### src/rtl/core/vmf_pkg.sv
// vmf_pkg: shared constants and types for the volume morphology filter.
// No dependencies.
`default_nettype none
package vmf_pkg;
  localparam int MaxDim    = 64;
  localparam int MaxExt    = 2;
  localparam int VoxelBits = 16;
  localparam int MaxDepth  = 4096;

  localparam logic [2:0] RegOpMode = 3'd0;
  localparam logic [2:0] RegShape  = 3'd1;
  localparam logic [2:0] RegExtX   = 3'd2;
  localparam logic [2:0] RegExtY   = 3'd3;
  localparam logic [2:0] RegExtZ   = 3'd4;
  localparam logic [2:0] RegWidth  = 3'd5;
  localparam logic [2:0] RegHeight = 3'd6;
  localparam logic [2:0] RegDepth  = 3'd7;

  localparam logic CmdPush  = 1'b0;
  localparam logic CmdDrain = 1'b1;

  typedef enum logic [2:0] {
    ST_IDLE,
    ST_INIT,
    ST_READ,
    ST_WAIT,
    ST_ACC,
    ST_OUT
  } state_e;

  // item handshake sequencing at the top level
  typedef enum logic [1:0] {
    T_IDLE,
    T_CHECK,
    T_BUSY,
    T_HOLD
  } top_state_e;

  // controller -> datapath
  typedef struct packed {
    logic init;   // load window start, reset first-hit flag
    logic issue;  // read current window position
    logic acc;    // fold read data into accumulator
    logic step;   // advance window position
  } dp_cmd_t;

  // datapath -> controller
  typedef struct packed {
    logic pos_ok;   // current position lies inside window shape
    logic pos_last; // current position is the final one
  } dp_sts_t;
endpackage
`default_nettype wire

### src/rtl/core/vmf_ctrl.sv
// vmf_ctrl: sequencer walking the window of one output voxel.
// Depends on vmf_pkg.
`default_nettype none
module vmf_ctrl (
  input  wire logic             clk_i,
  input  wire logic             rst_ni,
  input  wire logic             start_i,
  input  wire vmf_pkg::dp_sts_t sts_i,
  output      vmf_pkg::dp_cmd_t cmd_o,
  output      logic             busy_o,
  output      logic             done_o
);
  vmf_pkg::state_e state_q, state_d;

  always_ff @(posedge clk_i or negedge rst_ni) begin
    if (!rst_ni) state_q <= vmf_pkg::ST_IDLE;
    else         state_q <= state_d;
  end

  always_comb begin
    state_d = state_q;
    cmd_o   = '0;
    busy_o  = 1'b1;
    done_o  = 1'b0;
    unique case (state_q)
      vmf_pkg::ST_IDLE: begin
        busy_o = 1'b0;
        if (start_i) begin
          cmd_o.init = 1'b1;
          state_d    = vmf_pkg::ST_INIT;
        end
      end
      vmf_pkg::ST_INIT: state_d = vmf_pkg::ST_READ;
      vmf_pkg::ST_READ: begin
        if (sts_i.pos_ok) begin
          cmd_o.issue = 1'b1;
          state_d     = vmf_pkg::ST_WAIT;
        end else if (sts_i.pos_last) begin
          state_d = vmf_pkg::ST_OUT;
        end else begin
          cmd_o.step = 1'b1;
        end
      end
      vmf_pkg::ST_WAIT: state_d = vmf_pkg::ST_ACC;
      vmf_pkg::ST_ACC: begin
        cmd_o.acc = 1'b1;
        if (sts_i.pos_last) begin
          state_d = vmf_pkg::ST_OUT;
        end else begin
          cmd_o.step = 1'b1;
          state_d    = vmf_pkg::ST_READ;
        end
      end
      vmf_pkg::ST_OUT: begin
        done_o  = 1'b1;
        state_d = vmf_pkg::ST_IDLE;
      end
      default: state_d = vmf_pkg::ST_IDLE;
    endcase
  end
endmodule
`default_nettype wire

### config.mk
export PLATFORM = sky130hd
export DESIGN_NAME = vmf_ctrl
export DESIGN_NICKNAME = d
export VERILOG_FILES = /design/src/rtl/core/vmf_pkg.sv /design/src/rtl/core/vmf_ctrl.sv
export SDC_FILE = /design/constraint.sdc
export NUM_CORES = 1
export LEC_CHECK = 0
export ABC_AREA = 1
export ABC_CLOCK_PERIOD_IN_PS = 1100
export BUFFER_PORTS_ARGS = -buffer_cell sky130_fd_sc_hd__buf_4
export CAP_MARGIN = 10
export CORE_AREA = 5 5 42 44
export CTS_CLUSTER_SIZE = 25
export DETAILED_ROUTE_END_ITERATION = 8
export DIE_AREA = 0 0 47 49
export GPL_TIMING_DRIVEN = 0
export PLACE_DENSITY = 0.44
export SYNTH_ARGS = -nofsm -noshare
export SYNTH_HDL_FRONTEND = slang
export SYNTH_SLANG_ARGS = --single-unit
### constraint.sdc
create_clock -name clk_i -period 1.1 [get_ports clk_i]
set_clock_uncertainty 0.05 [all_clocks]
set_input_delay 0.11 -clock clk_i [delete_from_list [all_inputs] [get_ports clk_i]]
set_output_delay 0.11 -clock clk_i [all_outputs]
set_load 0.02 [all_outputs]
==> summary.md <==
| Metric | Value |
|---|---|
| Most flops, register | `state_q` |
| Clock Path Buffers | `2` |
| Commonest cells in the netlist | `nand2_1 (10), nor2_2 (6), nor2_1 (5)` |
| Die Width | `47 um` |
| WP data required | `0.94 ns` |
| Yosys Warn Count | `0` |
| Post-route insts no fill | `77` |
| RD Place Congestion | `~0.7` |
| Clock slew at reported path FFs | `0.03 ns` |
| CP arrival | `approximately 1.1 ns` |
| Vias | `approximately 300` |
| Initial DRC count | `3` |
| Synthesis-to-layout area growth | `100.0%` |
| DR WL/cell | `approximately 8.2 um` |
| Hold WC Path Type | `in -> async` |
| Initial core utilization | `0.1696` |
| Largest registers | `state_q (3)` |
| Vias/cell | `3.857` |
| Core area | `between 0.001 and 0.0015 sq mm` |
| Clk Latency, worst-skew pair | `about 0.23 ns` |
| Peak VDD IR | `about 1 mV` |
| RSZ-0062 raised after global routing | `true` |
| Final Cycle Share | `1.162` |
| TritonCTS buffer count | `3` |
| Sequential area share after synthesis | `0.3158` |
| Ports | `11` |
| Peak fanout along the critical path | `5` |
| Clk sinks | `3` |
| Final wirelength | `between 600 and 700 um` |
| Cell with the most instances after synthesis | `nand2_1` |
| Nets | `67` |
| Largest net degree at the start of global routing | `6` |
| Syn nets | `42` |
| Root Driver | `clkbuf_4` |
| Mux cell area share after synthesis | `0` |
| Remaining Overflow, GRT | `0` |
| Mapped cell area | `between 200 and 250 sq um` |
| Die area | `0.002303 sq mm` |
| Synth Flop Type | `dfrtp_1` |
| Post-synth top area share | `0.3158` |
| Post-synthesis adder-cell area fraction | `0` |
| Final hold vios | `0` |
| Critical Path End Type | `output pin` |
| Post-synthesis register bit count | `3` |
| Clock period minus worst slack | `between 1 and 1.5 ns` |
| Vias in the first global route | `roughly 310` |
| Antenna diode count | `0` |
| Final Util | `0.3393` |
| Drt drc | `0` |
| ANT nets after route | `0` |
| # rows | `14` |
| EDFF count, synth | `0` |
| IO buf count | `10` |
| Status | `finished, violations left` |
| Setup crit start kind | `flop` |
| Pwr dens | `around 2900 mW/mm^2` |
| Setup WS post-layout | `-0.1787 ns` |
| Synth top area cells | `dfrtp_1 (32%), nand2_1 (16%), nor2_2 (16%)` |
| GRT Total Usage | `0.06916` |
| Die H | `roughly 49 um` |
| First-pass DRT Iterations | `3` |
| Kind of critical path | `reg -> out` |
| Synth Area in Simple Gates | `0.5737` |
| CTS tree | `built` |
| Fmax | `782.0 MHz` |
| Fin. max-slew vios | `0` |
| Initial antenna violation count | `0` |
| Cells after Synth | `37` |
| Area leader, netlist | `dfrtp_1` |
| Max Cap Viol | `0` |
| Post-synthesis xor/xnor area fraction | `0` |
| Share of cells above drive strength 1 | `0.6557` |
| Slew @ Worst Pin | `about 0.17 ns` |
| Largest family of logic cells by synthesized area | `simple AND/OR/NAND/NOR gates` |
| Max FFs per register | `3` |
| Ys async rst share | `1.000` |
| Total power | `between 1 and 1.5 mW` |
| First-pass GRT wire length | `about 1200 um` |
| Endpoints failing setup | `7` |
| R2R setup slack | `-0.09 ns` |
| Worst slew margin | `0.8896` |
| CTS H-tree lvls | `1` |
| P_leak | `0.2598 nW` |
| Placed instance count | `between 60 and 70` |
| Cell variety after synth | `9` |
| Synth Area in Compound Gates | `0` |
| Avg Inst Size Synth | `about 6.4 sq um` |
| Setup_tns | `-0.9753 ns` |
| Failing checks | `negative setup slack` |
-- logic make-up (layout without fill, tap and decap cells) --
group / after synthesis / after routing
buf+inv: 7 / 31
flops: 3 / 3
simple gates: 27 / 27
-- routing by layer --
layer | GRT usage | share of wire
met3 | 0.01107 | 0.033
met1 | 0.06858 | 0.38
met4 | 0.05530 | 0
met2 | 0.1176 | 0.59
met5 | 0 | 0
-- stage by stage --
| step | hold WS [ns] | instance area [sq um] | setup slack (ns) |
|---|---|---|---|
| CTS | 0.1433 | 441.7 | -0.1929 |
| floorplan | -0.2356 | 247.7 | 0.0004304 |
| global route | 0.1649 | 475.5 | -0.2656 |
| global placement | -0.1489 | 342.8 | 0.01782 |
| finish | 0.1509 | 475.5 | -0.1787 |
| detailed placement | -0.1506 | 342.8 | 0.02161 |
-- timing repair --
| item | in CTS | in global routing |
|---|---|---|
| pin swaps | 2 | 2 |
| resized for setup | 5 | 3 |
| endpoints found under the setup margin | 6 | 9 |
| hold buffers | 1 | 0 |
| setup buffers | 6 | 3 |
| endpoints found under the hold margin | 3 | 0 |
| cloned | 0 | 0 |
-- area by class of cell --
| type | count | area [sq um] |
|---|---|---|
| clock buffers | 4 | 26.28 |
| repair buffers | 20 | 171.4 |
| well taps | 16 | 20.02 |
| multi-input cells | 27 | 156.4 |
| flip-flops and latches | 3 | 75.07 |
| fillers | 173 | 925.9 |
| inverters | 7 | 26.28 |
-- worst paths after layout --
path                            start         end  cells past startpoint
min in group clk_i           sts_i[0]  state_q[1]                      4
hold / removal                 rst_ni  state_q[0]                      2
setup reg to reg           state_q[2]  state_q[1]                      7
max in group asynchronous      rst_ni  state_q[1]                      2
setup / recovery           state_q[2]    cmd_o[2]                      4
hold reg to reg            state_q[2]  state_q[1]                      3
-- worst max-delay path, stage by stage (launching register included) --
cell	delay (ns)
dfrtp_1	0.42
inv_2	0.13
nand2_1	0.08
nor2_2	0.13
buf_6	0.13
-- report_power, final --
group	total [mW]	internal, mW	switching [mW]
Clock	0.188	0.136	0.0524
Combinational	0.947	0.451	0.496
Sequential	0.229	0.168	0.0617
-- cells in the final DEF, fill, tap and decap left out --
master,count
nand3_1,2
nor2_1,3
nand3_2,2
nor2_2,6
dlygate4sd3_1,1
nand2_2,4
inv_1,3
nor2_4,2
nand2_1,8
clkbuf_1,1
buf_4,14
buf_6,5
dfrtp_1,3
clkbuf_4,3
inv_2,4
(Power assumes the default switching activity.)
